--- config.mk ---
export PLATFORM = sky130hd
export DESIGN_NAME = audio_silence_trim_detector
export DESIGN_NICKNAME = d
export VERILOG_FILES = /design/src/rtl/core/astd_pkg.sv /design/src/rtl/core/audio_silence_trim_detector.sv
export SDC_FILE = /design/constraint.sdc
export NUM_CORES = 1
export LEC_CHECK = 0
export ABC_AREA = 1
export BUFFER_PORTS_ARGS = -buffer_cell sky130_fd_sc_hd__buf_2
export CORE_MARGIN = 3
export CORE_UTILIZATION = 47
export CTS_CLUSTER_SIZE = 28
export DETAILED_ROUTE_END_ITERATION = 7
export MAX_ROUTING_LAYER = met4
export PLACE_DENSITY = 0.66
export SYNTH_ARGS = -nofsm -noshare
export SYNTH_HDL_FRONTEND = slang
export SYNTH_SLANG_ARGS = --single-unit
export TNS_END_PERCENT = 30
--- constraint.sdc ---
create_clock -name clk -period 8.13 [get_ports clk]
set_input_delay 1.626 -clock clk [delete_from_list [all_inputs] [get_ports clk]]
set_output_delay 1.626 -clock clk [all_outputs]
set_load 0.05 [all_outputs]
--- src/rtl/core/astd_pkg.sv ---
// Shared types and constants for the audio silence trim detector.
// No dependencies; the top level refers to everything here by scoped name.
package astd_pkg;

  // Channels the block can examine per frame
  localparam int CHANNELS    = 2;
  localparam int SAMPLE_BITS = 16;
  localparam int LEVEL_BITS  = 16;
  localparam int RATE_BITS   = 18;
  localparam int MSDUR_BITS  = 16;
  localparam int CHAN_BITS   = 2;
  localparam int MS_BITS     = 37;
  localparam int CFG_IDX_BITS  = 3;
  localparam int CFG_DATA_BITS = 18;

  localparam logic [LEVEL_BITS-1:0] SILENCE_RESET   = 16'd33;
  localparam logic [LEVEL_BITS-1:0] AMBIGUITY_RESET = 16'd328;
  localparam logic [RATE_BITS-1:0]  RATE_RESET      = 18'd44100;
  localparam logic [MSDUR_BITS-1:0] MSDUR_RESET     = 16'd0;
  localparam logic [CHAN_BITS-1:0]  CHAN_RESET      = 2'd2;

  localparam logic [MS_BITS-1:0] MS_MAX = {MS_BITS{1'b1}};

  typedef enum logic [CFG_IDX_BITS-1:0] {
    REG_SILENCE   = 3'd0,
    REG_AMBIGUITY = 3'd1,
    REG_RATE      = 3'd2,
    REG_MIN_MS    = 3'd3,
    REG_CHANNELS  = 3'd4
  } cfg_reg_t;

  typedef enum logic [2:0] {
    ST_IDLE,
    ST_LOAD,
    ST_DIV,
    ST_STORE,
    ST_OUT
  } state_t;

endpackage

--- src/rtl/core/audio_silence_trim_detector.sv ---
// Audio silence trim detector: per-frame loudness tracking and a shared
// bit-serial divider that turns silent spans into milliseconds.
// Depends on astd_pkg.
//
// Frames: audio frames may follow back to back while the sequencer is idle;
// none are taken during a finish. A finish item runs each span through the
// shared restoring divider (one quotient bit per cycle), two spans when a loud
// frame was seen, one otherwise; with zero sample rate the divider is skipped.
// Reset (rst, synchronous) restores register defaults and clears the track
// counters and any pending result.
module audio_silence_trim_detector #(
  parameter int COUNT_BITS = 40
) (
  input  logic                                 clk,
  input  logic                                 rst,
  // configuration write channel
  input  logic                                 cfg_valid,
  output logic                                 cfg_ready,
  input  logic [astd_pkg::CFG_IDX_BITS-1:0]    cfg_index,
  input  logic [astd_pkg::CFG_DATA_BITS-1:0]   cfg_data,
  // input channel
  input  logic                                 in_valid,
  output logic                                 in_ready,
  input  logic                                 mode,
  input  logic signed [astd_pkg::SAMPLE_BITS-1:0] sample_left,
  input  logic signed [astd_pkg::SAMPLE_BITS-1:0] sample_right,
  // result channel
  output logic                                 out_valid,
  input  logic                                 out_ready,
  output logic [astd_pkg::MS_BITS-1:0]         leading_ms,
  output logic [astd_pkg::MS_BITS-1:0]         trailing_ms,
  output logic                                 ambiguous
);

  // dividend holds frames*1000, i.e. ten more bits than a frame count
  localparam int DW = COUNT_BITS + 10;
  localparam int CW = $clog2(DW);
  localparam int QW = (DW > astd_pkg::MS_BITS) ? DW : astd_pkg::MS_BITS;
  localparam int RB = astd_pkg::RATE_BITS;
  localparam logic [COUNT_BITS-1:0] CNT_MAX = {COUNT_BITS{1'b1}};

  // configuration registers
  logic [astd_pkg::LEVEL_BITS-1:0] silence_level;
  logic [astd_pkg::LEVEL_BITS-1:0] ambiguity_level;
  logic [RB-1:0]                   sample_rate;
  logic [astd_pkg::MSDUR_BITS-1:0] min_duration_ms;
  logic [astd_pkg::CHAN_BITS-1:0]  channels_in_use;

  // track state
  logic [COUNT_BITS-1:0] frame_count;
  logic                  loud_seen;
  logic [COUNT_BITS-1:0] first_loud_frame;
  logic [COUNT_BITS-1:0] last_loud_frame;
  logic [COUNT_BITS-1:0] quiet_loud_count;

  // finish sequencer and divider
  astd_pkg::state_t state, state_next;
  logic                  span_sel;
  logic                  all_silent;
  logic [COUNT_BITS-1:0] span_a;
  logic [COUNT_BITS-1:0] span_b;
  logic [DW-1:0]         quot;
  logic [RB-1:0]         rem;
  logic [CW-1:0]         div_cnt;
  logic [astd_pkg::MS_BITS-1:0] res_lead;
  logic [astd_pkg::MS_BITS-1:0] res_trail;
  logic                  res_amb;

  // combinational helpers
  logic                  in_xfer;
  logic                  load_out;
  logic [16:0]           mag_left;
  logic [16:0]           mag_right;
  logic [16:0]           peak;
  logic                  two_ch;
  logic                  is_loud;
  logic [COUNT_BITS-1:0] span_cur;
  logic [DW-1:0]         span_wide;
  logic [DW-1:0]         dividend;
  logic [RB:0]           rem_sh;
  logic                  rem_ge;
  logic [QW-1:0]         quot_ext;
  logic [astd_pkg::MS_BITS-1:0] ms_val;
  logic [astd_pkg::MS_BITS-1:0] ms_gated;
  logic [COUNT_BITS-1:0] tail_frames;

  assign cfg_ready = 1'b1;
  assign in_xfer   = in_valid & in_ready;

  // full-scale negative sample has magnitude 0x8000
  assign mag_left  = sample_left[15]  ? (17'h10000 - {1'b0, sample_left})
                                      : {1'b0, sample_left};
  assign mag_right = sample_right[15] ? (17'h10000 - {1'b0, sample_right})
                                      : {1'b0, sample_right};
  assign two_ch    = (channels_in_use >= 2'd2) && (astd_pkg::CHANNELS >= 2);
  assign peak      = (two_ch && (mag_right > mag_left)) ? mag_right : mag_left;
  assign is_loud   = peak > {1'b0, silence_level};

  assign tail_frames = (last_loud_frame < frame_count)
                       ? (frame_count - COUNT_BITS'(1) - last_loud_frame)
                       : '0;

  // x1000 = x1024 - x16 - x8
  assign span_cur  = span_sel ? span_b : span_a;
  assign span_wide = DW'(span_cur);
  assign dividend  = (span_wide << 10) - (span_wide << 4) - (span_wide << 3);

  assign rem_sh = {rem, quot[DW-1]};
  assign rem_ge = rem_sh >= {1'b0, sample_rate};

  assign quot_ext = QW'(quot);
  assign ms_val   = (|(quot_ext >> astd_pkg::MS_BITS)) ? astd_pkg::MS_MAX
                                                       : quot_ext[astd_pkg::MS_BITS-1:0];
  // an all-silent track reports its whole length with no minimum gate
  assign ms_gated = (all_silent || (ms_val >= astd_pkg::MS_BITS'(min_duration_ms)))
                    ? ms_val : '0;

  always_ff @(posedge clk) begin
    if (rst) begin
      state <= astd_pkg::ST_IDLE;
    end else begin
      state <= state_next;
    end
  end

  always_comb begin
    state_next = state;
    in_ready   = 1'b0;
    load_out   = 1'b0;
    unique case (state)
      astd_pkg::ST_IDLE: begin
        in_ready = 1'b1;
        if (in_valid && mode) begin
          state_next = (sample_rate == '0) ? astd_pkg::ST_OUT : astd_pkg::ST_LOAD;
        end
      end
      astd_pkg::ST_LOAD: begin
        state_next = astd_pkg::ST_DIV;
      end
      astd_pkg::ST_DIV: begin
        if (div_cnt == CW'(DW - 1)) begin
          state_next = astd_pkg::ST_STORE;
        end
      end
      astd_pkg::ST_STORE: begin
        state_next = (span_sel || all_silent) ? astd_pkg::ST_OUT : astd_pkg::ST_LOAD;
      end
      astd_pkg::ST_OUT: begin
        // hold until the output register is free
        if (!out_valid || out_ready) begin
          load_out   = 1'b1;
          state_next = astd_pkg::ST_IDLE;
        end
      end
      default: begin
        state_next = astd_pkg::ST_IDLE;
      end
    endcase
  end

  // configuration registers
  always_ff @(posedge clk) begin
    if (rst) begin
      silence_level   <= astd_pkg::SILENCE_RESET;
      ambiguity_level <= astd_pkg::AMBIGUITY_RESET;
      sample_rate     <= astd_pkg::RATE_RESET;
      min_duration_ms <= astd_pkg::MSDUR_RESET;
      channels_in_use <= astd_pkg::CHAN_RESET;
    end else if (cfg_valid && cfg_ready) begin
      unique case (cfg_index)
        astd_pkg::REG_SILENCE:   silence_level   <= cfg_data[astd_pkg::LEVEL_BITS-1:0];
        astd_pkg::REG_AMBIGUITY: ambiguity_level <= cfg_data[astd_pkg::LEVEL_BITS-1:0];
        astd_pkg::REG_RATE:      sample_rate     <= cfg_data[RB-1:0];
        astd_pkg::REG_MIN_MS:    min_duration_ms <= cfg_data[astd_pkg::MSDUR_BITS-1:0];
        astd_pkg::REG_CHANNELS:  channels_in_use <= cfg_data[astd_pkg::CHAN_BITS-1:0];
        default: ;
      endcase
    end
  end

  // track counters: update on frames, clear on finish
  always_ff @(posedge clk) begin
    if (rst) begin
      frame_count      <= '0;
      loud_seen        <= 1'b0;
      first_loud_frame <= '0;
      last_loud_frame  <= '0;
      quiet_loud_count <= '0;
    end else if (in_xfer) begin
      if (mode) begin
        frame_count      <= '0;
        loud_seen        <= 1'b0;
        first_loud_frame <= '0;
        last_loud_frame  <= '0;
        quiet_loud_count <= '0;
      end else begin
        if (is_loud) begin
          if (!loud_seen) begin
            loud_seen        <= 1'b1;
            first_loud_frame <= frame_count;
          end
          last_loud_frame <= frame_count;
          if ((peak < {1'b0, ambiguity_level}) && (quiet_loud_count != CNT_MAX)) begin
            quiet_loud_count <= quiet_loud_count + COUNT_BITS'(1);
          end
        end
        if (frame_count != CNT_MAX) begin
          frame_count <= frame_count + COUNT_BITS'(1);
        end
      end
    end
  end

  // finish datapath: capture spans, then divide each used span by a nonzero sample rate
  always_ff @(posedge clk) begin
    if (rst) begin
      span_sel <= 1'b0;
      div_cnt  <= '0;
    end else begin
      unique case (state)
        astd_pkg::ST_IDLE: begin
          if (in_xfer && mode) begin
            span_sel   <= 1'b0;
            all_silent <= !loud_seen;
            span_a     <= loud_seen ? first_loud_frame : frame_count;
            span_b     <= tail_frames;
            res_lead   <= '0;
            res_trail  <= '0;
            res_amb    <= loud_seen && (sample_rate != '0) &&
                          (quiet_loud_count > COUNT_BITS'(sample_rate[RB-1:2]));
          end
        end
        astd_pkg::ST_LOAD: begin
          quot    <= dividend;
          rem     <= '0;
          div_cnt <= '0;
        end
        astd_pkg::ST_DIV: begin
          rem     <= rem_ge ? RB'(rem_sh - {1'b0, sample_rate}) : rem_sh[RB-1:0];
          quot    <= {quot[DW-2:0], rem_ge};
          div_cnt <= div_cnt + CW'(1);
        end
        astd_pkg::ST_STORE: begin
          if (span_sel) begin
            res_trail <= ms_gated;
          end else begin
            res_lead <= ms_gated;
          end
          span_sel <= 1'b1;
        end
        astd_pkg::ST_OUT: ;
        default: ;
      endcase
    end
  end

  // output register
  always_ff @(posedge clk) begin
    if (rst) begin
      out_valid <= 1'b0;
    end else if (load_out) begin
      out_valid   <= 1'b1;
      leading_ms  <= res_lead;
      trailing_ms <= res_trail;
      ambiguous   <= res_amb;
    end else if (out_ready) begin
      out_valid <= 1'b0;
    end
  end

`ifndef NO_ASSERTIONS
  a_finish_clears: assert property (@(posedge clk) disable iff (rst)
    (in_valid && in_ready && mode) |=> (frame_count == '0) && !loud_seen)
    else $error("track state not cleared after finish");

  a_quiet_needs_loud: assert property (@(posedge clk) disable iff (rst)
    !loud_seen |-> (quiet_loud_count == '0))
    else $error("quiet count without a loud frame");

  a_loud_order: assert property (@(posedge clk) disable iff (rst)
    loud_seen |-> (last_loud_frame >= first_loud_frame))
    else $error("last loud frame precedes first loud frame");

  a_div_bound: assert property (@(posedge clk) disable iff (rst)
    (state == astd_pkg::ST_DIV) |-> (div_cnt <= CW'(DW - 1)))
    else $error("divider ran past its bit count");
`endif

endmodule
==> impl_metrics.env, run 1 <==
export IMPL_portBuffers=135
export IMPL_cp_slowest_cell="o31ai_1"
export IMPL_grt_antenna_before_repair=0
export IMPL_drt_vias_per_instance=5.32
export IMPL_insertion_delay_ns=0.63
export IMPL_cts_tree="done"
export IMPL_numClockSinks=538
export IMPL_fmax_ghz=0.148
export IMPL_routed_wl_met2_um=42900
export IMPL_cts_resized_gates=0
export IMPL_finalCriticalPeriod_ns=6.76
export IMPL_hold_violations=0
export IMPL_cts_reportedPaths_clkPinSlew_ns=0.06
export IMPL_worst_slew_pin_slew_ns=1.00
export IMPL_highest_signal_layer="met4"
export IMPL_rows=97
export IMPL_design_area_sq_mm=0.0370
export IMPL_hpwl_um=71700
export IMPL_endpoint_kind="flip-flop"
export IMPL_ir_worst_vdd_mv=0.221
export IMPL_die_w_um=273
export IMPL_via_count=28000
export IMPL_yosys_register_bits=538
export IMPL_period_share_pct=83.1
export IMPL_fp_coreArea_sq_mm=0.0701
export IMPL_final_nets=4596
export IMPL_io_pins=137
export IMPL_cp_endpoint="first_loud_frame[21]"
export IMPL_grt_usage_pct=25.6
export IMPL_critPathMaxStageDelay_ns=0.40
export IMPL_maxSlewHeadroom_pct=33.4
export IMPL_power_density_mw_per_mm2=228
export IMPL_worstRegToRegCells=18
export IMPL_area_growth_pct=10.8
export IMPL_synth_edf_count=299
export IMPL_slew_violations=0
export IMPL_reg2reg_setup_slack_ns=3.26
export IMPL_fp_dieH_um=273
export IMPL_ys_top_cells_by_area="edfxtp_1 27%, dfxtp_1 14%, nand2_1 9.5%"
export IMPL_synth_cells=4174
export IMPL_wl_per_cell_um=17.7
export IMPL_fin_skew_ns=0.0397
export IMPL_start_util_pct=47.6
export IMPL_drc=0
export IMPL_grt_overflow=0
export IMPL_p_leak_uw=0.0147
export IMPL_postSynthAreaPerCell_sq_um=8.00
export IMPL_cts_setup_buffers=0
export IMPL_grt_setup_unrepaired="false"
export IMPL_ys_flop_type="edfxtp_1"
export IMPL_m1WireLength_um=42800
export IMPL_yosys_area_top_type="edfxtp_1"
export IMPL_h_tree_depth=2
export IMPL_n_antenna_cell=0
export IMPL_first_global_vias=27100
export IMPL_cp_required_ns=8.67
export IMPL_yosysWarnings=0
export IMPL_routabilityCongestion=0.985
export IMPL_min_path_type="flip-flop to flip-flop"
export IMPL_synth_area_sq_mm=0.0334
export IMPL_cts_root_buf="clkbuf_16"
export IMPL_path_class="input port to flip-flop"
export IMPL_grt_pass1_wl_um=148000
export IMPL_cts_path_max_buffers=3
export IMPL_synth_async_reset_ratio_pct=0
export IMPL_cp_max_fo=81
export IMPL_grt_max_degree=86
export IMPL_die_area_sq_mm=0.0743
export IMPL_cp_startpoint="sample_right[0]"
export IMPL_r2r_end="quot[47]"
export IMPL_cp_data_arrival_time_ns=7.30
export IMPL_synth_cell_types=68
export IMPL_crit_top_cell="nand2_1"
export IMPL_drt_iter0_drc=2008
export IMPL_synth_top_area_share_pct=26.9
export IMPL_cts_buffers=60
export IMPL_finalSetupViolations=0
export IMPL_mostFrequentLayoutCells="845 x nand2_1, 496 x inv_1, 431 x nor2_1"
export IMPL_cts_hold_buf=0
export IMPL_status="completed"
export IMPL_post_route_cells_drive_above_1_share_pct=9.38
export IMPL_dpl_cell_area_sq_mm=0.0349
export IMPL_dr_pass1_iters=6
export IMPL_antenna_left=0
export IMPL_route_met3_wl_um=3910
export IMPL_crit_path_start_kind="input port"
export IMPL_maxCapViolCount=0
export IMPL_setup_tns_ns=0
export IMPL_seq_area_frac_synth_pct=41.2
export IMPL_timing_rr_start="span_sel"
export IMPL_final_common_cell="nand2_1"
export IMPL_routed_wl_um=93000
[cell families (layout without fill, tap and decap cells)]
group / after synthesis / in the layout / share of synthesized area [%]
flops: 538 / 538 / 41.2
compound gates: 886 / 886 / 14.6
fa+ha+maj: 271 / 271 / 10.9
other cells: 2 / 3 / 0.0225
buf+inv: 640 / 783 / 7.55
mux: 3 / 3 / 0.0900
xor+xnor: 134 / 134 / 3.52
simple gates: 1700 / 1700 / 22.1
[sequential cells by signal, indices dropped and copies added, names as in the netlist, 3 cells and up]
| register | flops |
|---|---|
| leading_ms | 37 |
| div_cnt | 6 |
| span_b | 40 |
| res_lead | 37 |
| silence_level | 16 |
| first_loud_frame | 40 |
| last_loud_frame | 40 |
| rem | 18 |
| min_duration_ms | 16 |
| quot | 50 |
| frame_count | 40 |
| res_trail | 37 |
| quiet_loud_count | 40 |
| state | 3 |
| trailing_ms | 37 |
| ambiguity_level | 16 |
| span_a | 40 |
| sample_rate | 18 |
[worst max-delay path, delay by kind of cell]
kind,cells,cell delay [ns]
AND/OR/NAND/NOR,11,1.69
adder cells (fa/ha/maj),3,0.83
buffers and inverters,6,1.28
XOR/XNOR,1,0.17
AO/OA/AOI/OAI,9,1.62
[through the flow]
stage / total power, uW / setup WS (ns) / util, % / hold slack (ns) / std cells
floorplan: 4950 / 0.0306 / - / 0.400 / 4175
global placement: 5650 / 0.973 / 49.8 / 0.401 / 5144
detailed placement: 5660 / 0.851 / 49.8 / 0.405 / 5144
CTS: 8490 / 1.47 / 52.7 / 0.418 / 5258
global route: 8910 / 0.786 / 52.7 / 0.422 / 5258
finish: 8440 / 1.37 / 52.7 / 0.416 / 5258
[area by class of cell]
cell class                      instances  area [sq um]
Clock inverter                         42           450
Tap cell                              940          1180
Clock buffer                           72          1620
Sequential cell                       538         13800
Timing Repair Buffer                  159           900
Inverter                              510          1910
Fill cell                            6866         33200
Multi-Input combinational cell       2997         17200
[Yosys cell counts (all sizes together), types with 17 or more instances]
| cell | n |
|---|---|
| nor2 | 442 |
| nor3 | 72 |
| nor4 | 39 |
| ha | 236 |
| clkbuf | 88 |
| buf | 42 |
| edfxtp | 299 |
| or2 | 50 |
| nand3 | 170 |
| xnor2 | 45 |
| a21oi | 405 |
| dfxtp | 239 |
| o21ai | 339 |
| xor2 | 89 |
| inv | 508 |
| o211ai | 17 |
| o21bai | 22 |
| fa | 35 |
| nand2 | 852 |
| a31oi | 33 |
| a21o | 18 |
| nand4 | 60 |
[power breakdown]
part | internal, uW | total (uW) | switching [uW]
sequential | 3150 | 3230 | 83.2
clock | 1680 | 2810 | 1130
combinational | 725 | 2400 | 1670
[how the worst min path moves through the flow]
stage | to | start | slack [ns] | cells past startpoint
6_report | trailing_ms[2] | res_trail[2] | 0.42 | 0
5_1_grt | leading_ms[29] | res_lead[29] | 0.42 | 0
4_1_cts | trailing_ms[2] | res_trail[2] | 0.42 | 0
3_5_place_dp | leading_ms[18] | res_lead[18] | 0.40 | 0
3_3_place_gp | leading_ms[16] | res_lead[16] | 0.40 | 0
2_1_floorplan | ambiguous | res_amb | 0.40 | 0
[layer usage]
metal,GRT usage [%],vias to the layer above
met4,8.97,0
met3,2.20,150
met5,-,-
li1,-,14200
met2,41.1,684
met1,34.0,13000
Power figures use the tool's default switching activity.
==> run 2: changes to the inputs <==
ABC_AREA = 0   (was 1)
clock period = 5.9 ns   (was 8.13 ns; I/O delays follow)
==> run 2 against run 1 <==
Compared with the run above: the run now ends with setup timing left; cell area down 1.0%; routed wire length down 16%; final cell count down 16%; critical path depth down 4; die area down 6.7%; total power up 17%; clock-buffer cell count down 2; flip-flop and latch count unchanged; setup slack worse by 1.8 ns; global-route usage down 3.1 points; clock power up 29%; largest cell class unchanged; highest routed layer unchanged.
==> impl_metrics.env, run 2 <==
export IMPL_status="finished, violations left"
export IMPL_violations="setup timing"
export IMPL_ys_top_cells_by_area="edfxtp_1 29%, dfxtp_1 15%, ha_1 9.5%"
export IMPL_synth_simple_gate_area_share_pct=16.7
export IMPL_cp_startpoint="sample_left[6]"
export IMPL_synth_edf_count=299
export IMPL_fmax_ghz=0.158
export IMPL_antenna_left=0
export IMPL_synth_cells=3297
export IMPL_hpwl_um=55800
export IMPL_wl_per_cell_um=17.7
export IMPL_hold_violations=0
export IMPL_crit_path_start_kind="input port"
export IMPL_final_nets=3854
export IMPL_drt_iter0_drc=1744
export IMPL_seq_area_frac_synth_pct=44.3
export IMPL_synth_cell_types=86
export IMPL_die_area_sq_mm=0.0693
export IMPL_final_common_cell="nor2_1"
export IMPL_synthXorXnorAreaFrac_pct=4.08
export IMPL_rows=93
export IMPL_fin_skew_ns=0.0348
export IMPL_grt_usage_pct=22.4
export IMPL_cts_hold_buf=0
export IMPL_cts_tree="done"
export IMPL_dr_pass1_iters=5
export IMPL_synth_fa_ha_area_share_pct=11.7
export IMPL_drc=0
export IMPL_synth_area_sq_mm=0.0311
export IMPL_power_density_mw_per_mm2=269
export IMPL_die_w_um=263
export IMPL_dp_cells=4277
export IMPL_numClockSinks=538
export IMPL_yosysWarnings=0
export IMPL_reg2reg_setup_slack_ns=0.79
export IMPL_yosys_register_bits=538
export IMPL_h_tree_depth=2
export IMPL_synth_top_family_by_area="compound AO/OA/AOI/OAI gates"
export IMPL_cp_max_fo=7
export IMPL_portBuffers=135
export IMPL_grt_overflow=0
export IMPL_cts_reportedPaths_clkPinSlew_ns=0.06
export IMPL_worst_slew_pin_slew_ns=0.991
export IMPL_finalCriticalPeriod_ns=6.35
export IMPL_top_register="quot"
export IMPL_worstRegToRegCells=14
export IMPL_yosysMostFrequentCell="nor2_1"
export IMPL_insertion_delay_ns=0.64
export IMPL_io_pins=137
export IMPL_final_cells=4429
export IMPL_maxCapViolCount=0
export IMPL_mostFrequentLayoutCells="336 x nor2_1, 299 x nand2_1, 299 x edfxtp_1"
export IMPL_yosys_area_top_type="edfxtp_1"
export IMPL_ir_worst_vdd_mv=0.271
export IMPL_min_path_cells=0
export IMPL_start_util_pct=47.9
export IMPL_hold_start="res_trail[24]"
export IMPL_fp_coreArea_sq_mm=0.0649
export IMPL_synth_common_cells="346 x nor2_1, 302 x nand2_1, 299 x edfxtp_1"
export IMPL_grt_pass1_wl_um=125000
export IMPL_path_class="input port to flip-flop"
export IMPL_cts_root_buf="clkbuf_16"
export IMPL_cts_path_max_buffers=3
export IMPL_grt_max_degree=83
export IMPL_muxShareOfSynthArea_pct=1.57
export IMPL_cp_required_ns=6.42
export IMPL_min_path_type="flip-flop to flip-flop"
export IMPL_setup_slack_ns=-0.445
export IMPL_synth_compound_area_share_pct=16.8
export IMPL_fp_dieH_um=263
export IMPL_maxSlewHeadroom_pct=33.9
export IMPL_synth_top_area_share_pct=28.9
export IMPL_first_global_vias=23800
export IMPL_grt_setup_unrepaired="true"
export IMPL_synth_async_reset_ratio_pct=0
export IMPL_timing_rr_start="span_sel"
export IMPL_post_route_cells_drive_above_1_share_pct=15.9
export IMPL_endpoint_kind="flip-flop"
export IMPL_postSynthAreaPerCell_sq_um=9.43
export IMPL_routabilityCongestion=0.893
export IMPL_cts_buffers=58
export IMPL_final_util_pct=56.4
export IMPL_area_growth_pct=17.7
export IMPL_period_share_pct=108
export IMPL_finalSetupViolations=121
export IMPL_p_leak_uw=0.0141
export IMPL_drt_vias_per_instance=5.59
export IMPL_ys_flop_type="edfxtp_1"
export IMPL_slew_violations=0
export IMPL_cp_data_arrival_time_ns=6.87
export IMPL_via_count=24700
export IMPL_largest_reg_flops=50
export IMPL_routed_wl_um=78500
export IMPL_grt_antenna_before_repair=2
[run 2: what timing repair did]
action,4_1_cts,5_1_grt
cloned,3,2
pin swaps,25,42
resized for setup,93,42
setup endpoints to repair,121,121
setup buffers,33,8
[run 2: routing by layer]
metal	global-route usage, %	wire length [um]	vias up
li1	-	-	12300
met1	31.6	37600	11800
met2	34.6	35400	591
met3	2.72	3630	124
met4	5.60	1890	0
met5	-	0	-
[run 2: where the power goes]
group | leakage (uW) | switching, uW | internal, uW
combinational | 0.00848 | 1210 | 850
sequential | 0.00468 | 56.4 | 4120
clock | 0.000932 | 1560 | 2050
[run 2: per-stage QoR]
step / instance area [sq um] / setup TNS [ns] / worst slack [ns] / hold slack, ns / power, uW
4_1_cts: 36200 / -3.87 / -0.200 / 0.416 / 9830
5_1_grt: 36600 / -49.61 / -0.611 / 0.422 / 10300
3_5_place_dp: 33500 / -114.84 / -1.17 / 0.405 / 6060
3_3_place_gp: 33500 / -101.06 / -1.07 / 0.401 / 6040
6_report: 36600 / -28.32 / -0.445 / 0.415 / 9850
2_1_floorplan: 31100 / -79.58 / -0.732 / 0.400 / 5480
[run 2: path summary, 6_finish.rpt]
check,to
setup / recovery,quiet_loud_count[13]
hold / removal,trailing_ms[24]
setup reg to reg,quot[35]
hold reg to reg,trailing_ms[24]
[run 2: kinds of logic after synthesis]
family / Yosys count
AO/OA/AOI/OAI: 814
XOR/XNOR: 145
adder cells (fa/ha/maj): 271
buffers and inverters: 387
flip-flops: 538
multiplexers: 48
other: 2
AND/OR/NAND/NOR: 1092
[run 2: layout make-up]
cell class                 instances  area (sq um)
antenna                            2          5.00
clock buffer                      70          1540
clock inverter                    38           369
fill                            5718         28300
inverter                         226           848
multi-input combinational       2373         16600
sequential                       538         13800
tap                              855          1070
timing repair buffer             327          2440
[run 2: worst max-delay path: stages]
cell	delay (ns)
buf_6	0.09
or4_4	0.55
or3_4	0.34
or3_4	0.36
o31ai_4	0.19
xor2_1	0.22
ha_1	0.28
nand4_1	0.15
nor2_2	0.07
a41oi_2	0.22
o31a_1	0.25
nor2_4	0.06
buf_12	0.13
buf_16	0.13
a21oi_4	0.13
ha_1	0.26
a21o_1	0.17
a21o_1	0.18
a21oi_1	0.14
o21ai_1	0.11
a31oi_2	0.25
nor3_2	0.09
or3_4	0.47
clkbuf_16	0.18
or4_4	0.50
a21oi_1	0.14
